--- src/hw/rtl/ebr_pkg.sv ---
// Package for the encoder error bin recorder: sizes, codes, and the
// command/status structs between the controller and the datapath.
// No dependencies.
`timescale 1ns / 1ps
`default_nettype none

package ebr_pkg;

	localparam int TBL_BINS   = 4096;
	localparam int COUNT_BITS = 24;
	localparam int ADDR_W     = $clog2(TBL_BINS);
	localparam int BIN_W      = 12;
	localparam int SUM_W      = 32;
	localparam int CORR_W     = 16;
	localparam int STEP_W     = $clog2(SUM_W);

	localparam logic [COUNT_BITS-1:0] COUNT_MAX = {COUNT_BITS{1'b1}};
	localparam logic [CORR_W-1:0]     CORR_MAX  = CORR_W'(32767);
	localparam logic [CORR_W-1:0]     NO_DATA   = CORR_W'(16'h8000);

	typedef enum logic [1:0] {
		FUNC_SAMPLE = 2'd0,
		FUNC_READ   = 2'd1,
		FUNC_CLEAR  = 2'd2
	} func_t;

	typedef enum logic [1:0] {
		RES_PLAIN,
		RES_CLOSED,
		RES_READ
	} res_kind_t;

	typedef struct packed {
		logic      load_item;
		logic      acc;
		logic      div_start;
		logic      close;
		logic      rd_en;
		logic      sweep_wr;
		logic      load_out;
		res_kind_t res_kind;
	} ebr_cmd_t;

	typedef struct packed {
		logic [1:0] func;
		logic       bin_diff;
		logic       div_done;
		logic       sweep_last;
	} ebr_sts_t;

endpackage

`default_nettype wire

--- src/hw/rtl/ebr_ctrl.sv ---
// Controller of the encoder error bin recorder: sequences each item, the
// table clearing sweeps and both channel handshakes. Depends on ebr_pkg.
`timescale 1ns / 1ps
`default_nettype none

module ebr_ctrl (
	input  wire                 clk,
	input  wire                 arst_n,
	input  wire                 item_valid,
	output logic                item_ready,
	output logic                result_valid,
	input  wire                 result_ready,
	input  wire                 cfg_we,
	input  wire                 cfg_wdata,
	output ebr_pkg::ebr_cmd_t   cmd,
	input  ebr_pkg::ebr_sts_t   sts
);
	import ebr_pkg::*;

	typedef enum logic [3:0] {
		ST_INIT,
		ST_IDLE,
		ST_DECODE,
		ST_ACC,
		ST_DIV_START,
		ST_DIV_WAIT,
		ST_CLOSE,
		ST_READ,
		ST_CLEAR,
		ST_RESULT
	} state_t;

	state_t    state_q;
	logic      out_valid_q;
	logic      enable_q;
	res_kind_t kind_q;
	logic      out_free;

	assign out_free = !out_valid_q || result_ready;

	always_ff @(posedge clk or negedge arst_n) begin
		if (!arst_n) begin
			state_q     <= ST_INIT;
			out_valid_q <= 1'b0;
			enable_q    <= 1'b1;
			kind_q      <= RES_PLAIN;
		end else begin
			if (cfg_we) begin
				enable_q <= cfg_wdata;
			end
			// A result taken by the receiver frees the output register unless a
			// new result is loaded at the same edge.
			if (result_ready && !cmd.load_out) begin
				out_valid_q <= 1'b0;
			end
			case (state_q)
				ST_INIT: begin
					if (sts.sweep_last) begin
						state_q <= ST_IDLE;
					end
				end
				ST_IDLE: begin
					if (item_valid) begin
						state_q <= ST_DECODE;
					end
				end
				ST_DECODE: begin
					kind_q <= RES_PLAIN;
					if (sts.func == FUNC_SAMPLE && enable_q) begin
						state_q <= ST_ACC;
					end else if (sts.func == FUNC_READ) begin
						state_q <= ST_READ;
					end else if (sts.func == FUNC_CLEAR) begin
						state_q <= ST_CLEAR;
					end else begin
						state_q <= ST_RESULT;
					end
				end
				ST_ACC: begin
					state_q <= sts.bin_diff ? ST_DIV_START : ST_RESULT;
				end
				ST_DIV_START: begin
					state_q <= ST_DIV_WAIT;
				end
				ST_DIV_WAIT: begin
					if (sts.div_done) begin
						state_q <= ST_CLOSE;
					end
				end
				ST_CLOSE: begin
					kind_q  <= RES_CLOSED;
					state_q <= ST_RESULT;
				end
				ST_READ: begin
					kind_q  <= RES_READ;
					state_q <= ST_RESULT;
				end
				ST_CLEAR: begin
					if (sts.sweep_last) begin
						state_q <= ST_RESULT;
					end
				end
				ST_RESULT: begin
					if (out_free) begin
						out_valid_q <= 1'b1;
						state_q     <= ST_IDLE;
					end
				end
				default: begin
					state_q <= ST_IDLE;
				end
			endcase
		end
	end

	always_comb begin
		cmd.load_item = (state_q == ST_IDLE) && item_valid;
		cmd.acc       = (state_q == ST_ACC);
		cmd.div_start = (state_q == ST_DIV_START);
		cmd.close     = (state_q == ST_CLOSE);
		cmd.rd_en     = (state_q == ST_READ);
		cmd.sweep_wr  = (state_q == ST_INIT) || (state_q == ST_CLEAR);
		cmd.load_out  = (state_q == ST_RESULT) && out_free;
		cmd.res_kind  = kind_q;
	end

	assign item_ready   = (state_q == ST_IDLE);
	assign result_valid = out_valid_q;

	a_no_accept_while_clearing: assert property (@(posedge clk) disable iff (!arst_n)
		(state_q == ST_INIT || state_q == ST_CLEAR) |-> !item_ready)
		else $error("item taken during a table clearing sweep");

	a_div_done_when_waited: assert property (@(posedge clk) disable iff (!arst_n)
		sts.div_done |-> (state_q == ST_DIV_WAIT))
		else $error("divider finished while the controller was not waiting on it");

	a_close_follows_quotient: assert property (@(posedge clk) disable iff (!arst_n)
		(state_q == ST_CLOSE) |-> $past(sts.div_done))
		else $error("bin closed without a fresh quotient");

endmodule

`default_nettype wire

--- config.mk ---
export PLATFORM = sky130hd
export DESIGN_NAME = ebr_ctrl
export DESIGN_NICKNAME = d
export VERILOG_FILES = /design/src/hw/rtl/ebr_pkg.sv /design/src/hw/rtl/ebr_ctrl.sv
export SDC_FILE = /design/constraint.sdc
export NUM_CORES = 1
export LEC_CHECK = 0
export BUFFER_PORTS_ARGS = -buffer_cell sky130_fd_sc_hd__buf_2
export CORE_AREA = 2 2 39 41
export CTS_BUF_LIST = sky130_fd_sc_hd__clkbuf_16
export CTS_CLUSTER_SIZE = 25
export DETAILED_ROUTE_END_ITERATION = 10
export DIE_AREA = 0 0 41 43
export HOLD_SLACK_MARGIN = 0.06
export PLACE_DENSITY = 0.72
export SYNTH_ARGS = -nofsm -noshare
export SYNTH_HDL_FRONTEND = slang
export SYNTH_SLANG_ARGS = --single-unit
--- constraint.sdc ---
create_clock -name clk -period 2.85 [get_ports clk]
set_clock_uncertainty 0.15 [all_clocks]
set_input_delay 0.57 -clock clk [delete_from_list [all_inputs] [get_ports clk]]
set_output_delay 0.57 -clock clk [all_outputs]
set_load 0.1 [all_outputs]
Yosys cells after proc, flatten, opt, wreduce, memory -nomap -nowiden. Cells that the tools add are included.

Eq/ne operators: 16. Multiplexer cells: 14. Reduce and logical (&&, ||, !) cells: 13.

Operators with widths (number): case mux 4 bit (9 select lines) (1); 2-to-1 mux 4 bit (8); equality test 4 x 3 -> 1 bit (second input constant) (4); != test 2 bit (second input constant) (5); equality test 4 x 2 -> 1 bit (second input constant) (2); equality test 4 bit (second input constant) (2); case mux 2 bit (3 select lines) (1); AND reduction 5 bit (1); equality test 4 x 1 -> 1 bit (second input constant) (1); logical AND 1 bit (4); logical NOT 4 bit (1); 2-to-1 mux 1 bit (4); nonzero test 3 bit (1); equality test 2 x 1 -> 1 bit (second input constant) (1); equality test 2 bit (second input constant) (1); logical NOT 1 bit (2); logical NOT 2 bit (1); logical OR 1 bit (2); OR reduction 2 bit (1).

Bits in registers: 8. Logic and storage cells: 47.

Depth between registers and ports, before layout. Gate-level depths: netlist of the first run.

Word-level depth: 8. Depth in mapped cells: 5. Depth with buffers taken out: 4.

Worst setup path after synthesis of the first run. No wires, ideal clock.

Path type: register to output. Start point: register state_q[2]. End point: output cmd[8] (netlist name). Data arrival time: 3695 ps. Data required time: 2130 ps. Setup slack: -1565 ps. Cell stages (with the launch flop): 5. Cells stage by stage: dfrtp_1 -> buf_4 -> nand2b_1 -> nor3_1 -> and2_1.

RTL lines: start, declared (RTL line ebr_ctrl.sv:33) `state_t state_q;`; start signal, assigned (RTL line ebr_ctrl.sv:80) `state_q <= sts.bin_diff ? ST_DIV_START : ST_RESULT;`; end, declared (RTL line ebr_ctrl.sv:15) `output ebr_pkg::ebr_cmd_t cmd,`.

==> results of run 1 <==
state kept, by name, indices dropped and copies added, names as in the netlist:
| signal | count |
|---|---|
| enable_q | 1 |
| kind_q | 2 |
| result_valid | 1 |
| state_q | 4 |
area by class of cell:
class	instances	area, um^2	area share (%)
Multi-Input combinational cell	48	299	41.0
Sequential cell	8	201	27.6
Timing Repair Buffer	23	123	16.8
Clock buffer	3	75.1	10.3
Tap cell	16	20.0	2.74
Inverter	2	7.51	1.03
Clock inverter	1	3.75	0.515
kinds of logic after synthesis:
logic type      count (synthesis)
buf+inv                         6
flops                           8
compound gates                 17
mux                             1
simple gates                   30
layout by cell type (no fill, tap or decap), types with 2 or more instances in the layout:
master     instances
nand2_1            3
clkbuf_16          3
inv_1              3
nor2_1             8
nor3_1             2
dfrtp_1            7
nand2b_1           4
o21ai_0            6
a21oi_1            5
buf_2             21
nor2b_1            4
synth_stat cells, types with 2 or more instances:
library cell,count,area share (%)
nor3_1,3,2.9
nor2_1,9,6.5
nand2b_1,4,4.8
o21ai_0,6,5.8
a21oi_1,5,4.8
inv_1,2,1.4
nand2_1,3,2.2
buf_2,3,2.9
nor2b_1,4,4.8
nor3b_1,2,2.9
dfrtp_1,7,34
path summary, 6_finish.rpt:
check                                 from          to  slack [ns]  cells after the start
max in group asynchronous           arst_n    enable_q        1.74                      2
worst min-delay path             kind_q[1]   kind_q[1]        0.35                      2
worst min register to register   kind_q[1]   kind_q[1]        0.35                      2
worst max-delay path            state_q[1]      cmd[7]        0.35                      3
worst max register to register  state_q[2]  state_q[1]        1.31                      4
min in group asynchronous           arst_n   kind_q[0]        0.57                      2
what timing repair did:
action	in CTS	in global routing
hold buffers	1	0
setup buffers	0	0
hold endpoints to repair	7	0
through the flow:
stage	area, um^2	TNS [ns]
floorplan	531	-1.24
global placement	641	0
detailed placement	641	0
CTS	729	0
global route	729	0
finish	729	0
worst reg2reg max path: cells and delay by family, from the launching register on:
family,cells,cell delay (ns)
DFF,1,0.51
AOI/OAI and AO/OA,3,0.44
and+or+nand+nor,1,0.32
metal layers:
| layer | track usage [%] | vias to the layer above | part of all wire (%) |
|---|---|---|---|
| li1 | - | 261 | - |
| met1 | 20.7 | 236 | 45 |
| met2 | 22.2 | 14 | 48 |
| met3 | 0 | 4 | 3.2 |
| met4 | 16.0 | 0 | 3.6 |
| met5 | 0 | - | 0 |
==> results.txt, run 1 <==
Final Hold Vio Count - 0
Post-Layout Cell Count - 101
Core footprint - 1380 um^2
Vias in the first global route - 445
CP max FO - 16
DRT Wirelength - 1180 um
DRC viols - 0
Num CTS Buffers - 3
FFs w/ async S/R, synth - 100%
FF+latch count, synth - 8
Post-route setup slack - 0.353 ns
Final core occ - 52.7%
Cell Area, Synth - 518 um^2
Synth Area in XOR/XNOR - 0%
Post-synthesis sequential area ratio - 38.9%
Row Count - 14
DRT Pass-1 Iters - 3
TritonCTS clock tree - built
Syn avg cell area - 8.35 um^2
Period Utilization, post-route - 87.6%
Multiplexer share of the synthesized area - 2.17%
Clock root cell - clkbuf_16
Max-slew headroom - 67.2%
Synth-to-layout area growth - 40.8%
Inst Count DP - 96
Syn Inst Count - 62
TritonCTS Sinks - 8
CTS clk-pin slew, worst paths - 0.04 ns
Fin. max-slew vios - 0
Critical path's slowest cell - dfrtp_1
Vias per cell - 5.10
Initial Utilization - 37.4%
Post-synth EDFFs - 0
Pre-CTS setup slack - 0.595 ns
Synth warn - 0
Fillcell total - 137
Worst skew pair latency - 0.23 ns
Port Buffers - 21
Adder-cell area share of the yosys netlist - 0%
Largest stage delay, worst path - 0.62 ns
Buf+Inv Stages, Crit Path - 1
Crit path launch type - flop
Antenna-violating nets left - 0
Synth Area in Simple Gates - 31.2%
Die Area - 1760 um^2
WS Path Type - flop to primary output
Min Hold Slack - 0.349 ns
Initial antenna violation count - 0
Post-Syn Nets - 73
Clock buffer depth - 2
Via count - 515
Diode count - 0
Min Clock Period, post-route - 2.50 ns
Net count, final - 97
GRT overflow - 0
Max Cap Viol - 0
Arr. time, crit path - 1.78 ns
Status - completed
RSZ-0062 raised after global routing - no
Share of layout cells above drive strength 1 - 37.6%
Worst path top cell family by delay - flip-flops
First-pass GRT wire length - 1810 um
DR iter-0 viols - 13
Die Y - 43 um
GR Util All Layers - 16.0%
Die Span X - 41 um
CP Cell Sequence - nor2b_1 > and3b_1 > buf_2
Tightest Pin Transition - 0.496 ns
Compound-gate portion of the synthesized area - 22.0%
Critical Path RT - 2.13 ns
Largest family of logic cells by synthesized area - simple AND/OR/NAND/NOR gates
GPL Wtd Cong - 0.725
H-tree levels - 1
Worst setup EP type - primary output
Largest net degree at the start of global routing - 17
Setup violators final - 0
Ys flop type - dfrtp_1
Routed WL per cell - 11.7 um
Post-DP HPWL - 867 um
Fmax - 400 MHz
Post-CTS sizing - 0
IO Count - 22
Hold Crit Class - flop to flop
Post-synthesis cell type count - 25
Power of run 1 is not shown: default switching activity piles up to over one toggle a cycle in this logic, so the estimate is an artifact.
==> run 2, diff against run 1 <==
--- a/config.mk
+++ b/config.mk
@@ -13,6 +13,7 @@
 export DIE_AREA = 0 0 41 43
 export HOLD_SLACK_MARGIN = 0.06
 export PLACE_DENSITY = 0.72
+export RECOVER_POWER = 50
 export SYNTH_ARGS = -nofsm -noshare
 export SYNTH_HDL_FRONTEND = slang
 export SYNTH_SLANG_ARGS = --single-unit
==> results.txt, run 2 (synthesis gave the netlist of run 1 again) <==
Max reg flops - 4
Hold Buf Count CTS - 1
Area of placed instances - 641 um^2
Clock buffer depth - 2
Buf+Inv Stages, Crit Path - 1
Setup violators final - 0
Synth-to-layout area growth - 39.4%
Min Clock Period, post-route - 2.50 ns
DRT Pass-1 Iters - 4
Row Count - 14
Max-slew headroom - 62.7%
Core footprint - 1380 um^2
Arr. time, crit path - 1.78 ns
H-tree levels - 1
Post-CTS sizing - 0
Period Utilization, post-route - 87.6%
Vias in the first global route - 445
Antenna-violating nets left - 0
Post-DP HPWL - 867 um
Largest stage delay, worst path - 0.62 ns
Routed WL per cell - 11.6 um
Die Span X - 41 um
Most frequent cells in the layout - buf_2, nor2_1, dfrtp_1
Cell area after layout - 722 um^2
Fmax - 401 MHz
Status - completed
Worst path top cell family by delay - flip-flops
Crit path launch type - flop
Die Area - 1760 um^2
Largest net degree at the start of global routing - 17
Clock root cell - clkbuf_16
Fin. max-slew vios - 0
First-pass GRT wire length - 1810 um
WS Path Type - flop to primary output
TritonCTS Sinks - 8
Largest registers - state_q (4), kind_q (2)
CP Cell Sequence - nor2b_1 > and3b_1 > buf_2
RSZ-0062 raised after global routing - no
Port Buffers - 21
Share of layout cells above drive strength 1 - 34.1%
DR iter-0 viols - 13
DRT Wirelength - 1170 um
TritonCTS clock tree - built
Tightest Pin Transition - 0.560 ns
Vias per cell - 5.10
Number of setup buffers added after CTS - 0
Die Y - 43 um
DRC viols - 0
GR Util All Layers - 16.0%
IO Count - 22
Hold Crit Class - flop to flop
Num CTS Buffers - 3
Net count, final - 97
Critical Path RT - 2.13 ns
Initial Utilization - 37.4%
Final Hold Vio Count - 0
GRT overflow - 0
GPL Wtd Cong - 0.725
Max Cap Viol - 0
Worst setup EP type - primary output
Critical path's slowest cell - dfrtp_1
Fillcell total - 139
CP max FO - 16
Diode count - 0
Initial antenna violation count - 0
Worst skew pair latency - 0.23 ns
Via count - 515
Biggest register - state_q
CTS clk-pin slew, worst paths - 0.04 ns
Commonest non-fill, non-tap cell in the layout - buf_2
[run 2: cell types whose count changed in the layout (fill, tap and decap cells not counted), sizes merged]
cell    delta
clkbuf     +2
buf        -2
[run 2: worst register-to-register path, delay by kind of cell (launching register included)]
| kind | cells | cell delay [ns] |
|---|---|---|
| buffers and inverters | 1 | 0.46 |
| flip-flops | 1 | 0.38 |
| AO/OA/AOI/OAI | 2 | 0.38 |
| AND/OR/NAND/NOR | 2 | 0.22 |
[run 2: cell type report]
type	instances	area (um^2)	share of cell area (%)
Multi-Input combinational cell	48	297	41.1
Sequential cell	8	201	27.9
Timing Repair Buffer	23	118	16.3
Clock buffer	3	75.1	10.4
Tap cell	16	20.0	2.77
Inverter	2	7.51	1.04
Clock inverter	1	3.75	0.520
[run 2: worst paths after layout]
path / depth (start not counted) / to / start / slack, ns
min reg2reg: 2 / kind_q[1] / kind_q[1] / 0.35
min in group asynchronous: 2 / kind_q[0] / arst_n / 0.65
max in group asynchronous: 2 / enable_q / arst_n / 1.57
max: 3 / cmd[7] / state_q[1] / 0.35
min: 2 / kind_q[1] / kind_q[1] / 0.35
max reg2reg: 5 / state_q[2] / state_q[0] / 1.13
[run 2: metal layers]
metal / GRT usage, % / vias up / routed length (um)
met5: 0 / - / 0
met4: 16.0 / 0 / 42
met3: 0 / 4 / 38
met2: 22.2 / 14 / 558
met1: 20.7 / 237 / 527
li1: - / 260 / -
[run 2: metrics by stage]
stage               util, %  instances  setup WS, ns  TNS, ns  hold slack (ns)
global route           52.2        101         0.236        0            0.392
detailed placement     46.3         96         0.595        0            0.273
floorplan                 -         62        -0.636    -1.24            0.124
global placement       46.3         96         0.672        0            0.273
CTS                    52.7        101         0.360        0            0.351
finish                 52.2        101         0.354        0            0.349
Power of run 2 is left out for the same reason.
==> run 3, diff against run 2 <==
--- a/config.mk
+++ b/config.mk
@@ -5,6 +5,7 @@
 export SDC_FILE = /design/constraint.sdc
 export NUM_CORES = 1
 export LEC_CHECK = 0
+export ABC_AREA = 0
 export BUFFER_PORTS_ARGS = -buffer_cell sky130_fd_sc_hd__buf_2
 export CORE_AREA = 2 2 39 41
 export CTS_BUF_LIST = sky130_fd_sc_hd__clkbuf_16
@@ -12,6 +13,7 @@
 export DETAILED_ROUTE_END_ITERATION = 10
 export DIE_AREA = 0 0 41 43
 export HOLD_SLACK_MARGIN = 0.06
+export MAX_ROUTING_LAYER = met4
 export PLACE_DENSITY = 0.72
 export RECOVER_POWER = 50
 export SYNTH_ARGS = -nofsm -noshare
==> constraint.sdc (replaced) <==
create_clock -name clk -period 2.85 [get_ports clk]
set_clock_uncertainty 0.15 [all_clocks]
set_input_delay 0.285 -clock clk [delete_from_list [all_inputs] [get_ports clk]]
set_output_delay 0.285 -clock clk [all_outputs]
set_load 0.1 [all_outputs]
==> results.txt, run 3 (synthesis gave the netlist of run 1 again) <==
Status - completed
Period Utilization, post-route - 77.8%
Die Y - 43 um
Critical Path RT - 2.41 ns
GPL Wtd Cong - 0.677
Core footprint - 1380 um^2
Initial antenna violation count - 0
Largest net degree at the start of global routing - 19
Row Count - 14
Clock root cell - clkbuf_16
Max Used Layer - met4
Biggest register - state_q
Die Span X - 41 um
H-tree levels - 1
GRT overflow - 0
Inst Count DP - 95
DRT Wirelength - 1120 um
Hold Crit Class - input port to flop
Met2 WL post-DR - 543 um
WS Path Type - flop to primary output
DR iter-0 viols - 12
Antenna-violating nets left - 0
Max-slew headroom - 22.0%
Final core occ - 51.7%
Commonest non-fill, non-tap cell in the layout - buf_2
Share of layout cells above drive strength 1 - 31.0%
Routed WL per cell - 11.2 um
Largest registers - state_q (4), kind_q (2)
Final Hold Vio Count - 0
Synth-to-layout area growth - 38.2%
CP max FO - 18
Post-DP HPWL - 862 um
DR WL met3 - 60 um
DRT met1 WL - 512 um
First-pass GRT wire length - 1630 um
Num CTS Buffers - 3
Initial Utilization - 37.4%
TritonCTS Sinks - 8
Via count - 517
RSZ-0062 raised after global routing - no
Most frequent cells in the layout - buf_2, nor2_1, dfrtp_1
Vias per cell - 5.17
Net count, final - 96
Arr. time, crit path - 1.78 ns
Post-Layout Cell Count - 100
CTS clk-pin slew, worst paths - 0.03 ns
Tightest Pin Transition - 1.18 ns
Worst setup EP type - primary output
Diode count - 0
GR Util All Layers - 14.7%
Worst skew pair latency - 0.23 ns
Fin. max-slew vios - 0
Setup violators final - 0
Die Area - 1760 um^2
TritonCTS clock tree - built
DRC viols - 0
Crit path launch type - flop
Port Buffers - 21
Max reg flops - 4
Min Clock Period, post-route - 2.22 ns
Post-CTS sizing - 0
Clock buffer depth - 2
Fmax - 451 MHz
Number of setup buffers added after CTS - 0
Max Cap Viol - 0
Vias in the first global route - 408
IO Count - 22
DRT Pass-1 Iters - 4
## run 3: area by class of cell
type                    count  area [um^2]
fillers                   136          668
multi-input cells          48          297
flip-flops and latches      8          201
repair buffers             22          111
clock buffers               3         75.1
well taps                  16         20.0
inverters                   2         7.51
clock inverters             1         3.75
## run 3: per-stage QoR
stage	setup TNS, ns	setup WS [ns]	hold WS (ns)	cell area [um^2]
after floorplan	-0.668	-0.351	-0.161	528
after global placement	0	0.906	-0.0244	631
after detailed placement	0	0.883	-0.0186	631
after CTS	0	0.633	0.145	719
after global routing	0	0.522	0.160	716
final	0	0.633	0.145	716
## run 3: final timing paths
check	cells after the start	startpoint	slack, ns	end
min in group asynchronous	2	arst_n	0.34	kind_q[1]
worst max register to register	4	state_q[2]	1.32	state_q[1]
worst min-delay path	2	cfg_wdata	0.15	enable_q
worst min register to register	2	kind_q[1]	0.34	kind_q[1]
max in group asynchronous	2	arst_n	1.89	enable_q
worst max-delay path	5	state_q[0]	0.63	cmd[2]
## run 3: worst max-delay path: stages, from the launching register on
cell and delay [ns]:
dfrtp_1 0.65, nand2b_1 0.18, nor2_1 0.12, nand2_1 0.08
nor2_1 0.09, buf_2 0.43
## run 3: routing by layer
metal | GRT usage (%) | up-vias
met5 | - | -
met2 | 20.3 | 16
met3 | 3.14 | 2
met1 | 17.6 | 243
li1 | - | 256
met4 | 12.0 | 0
## run 3: timing repair
item | in CTS | in global routing
hold buffers | 1 | 0
endpoints found under the hold margin | 8 | 0
setup endpoints to repair | 0 | 0
Power of run 3 is left out for the same reason.
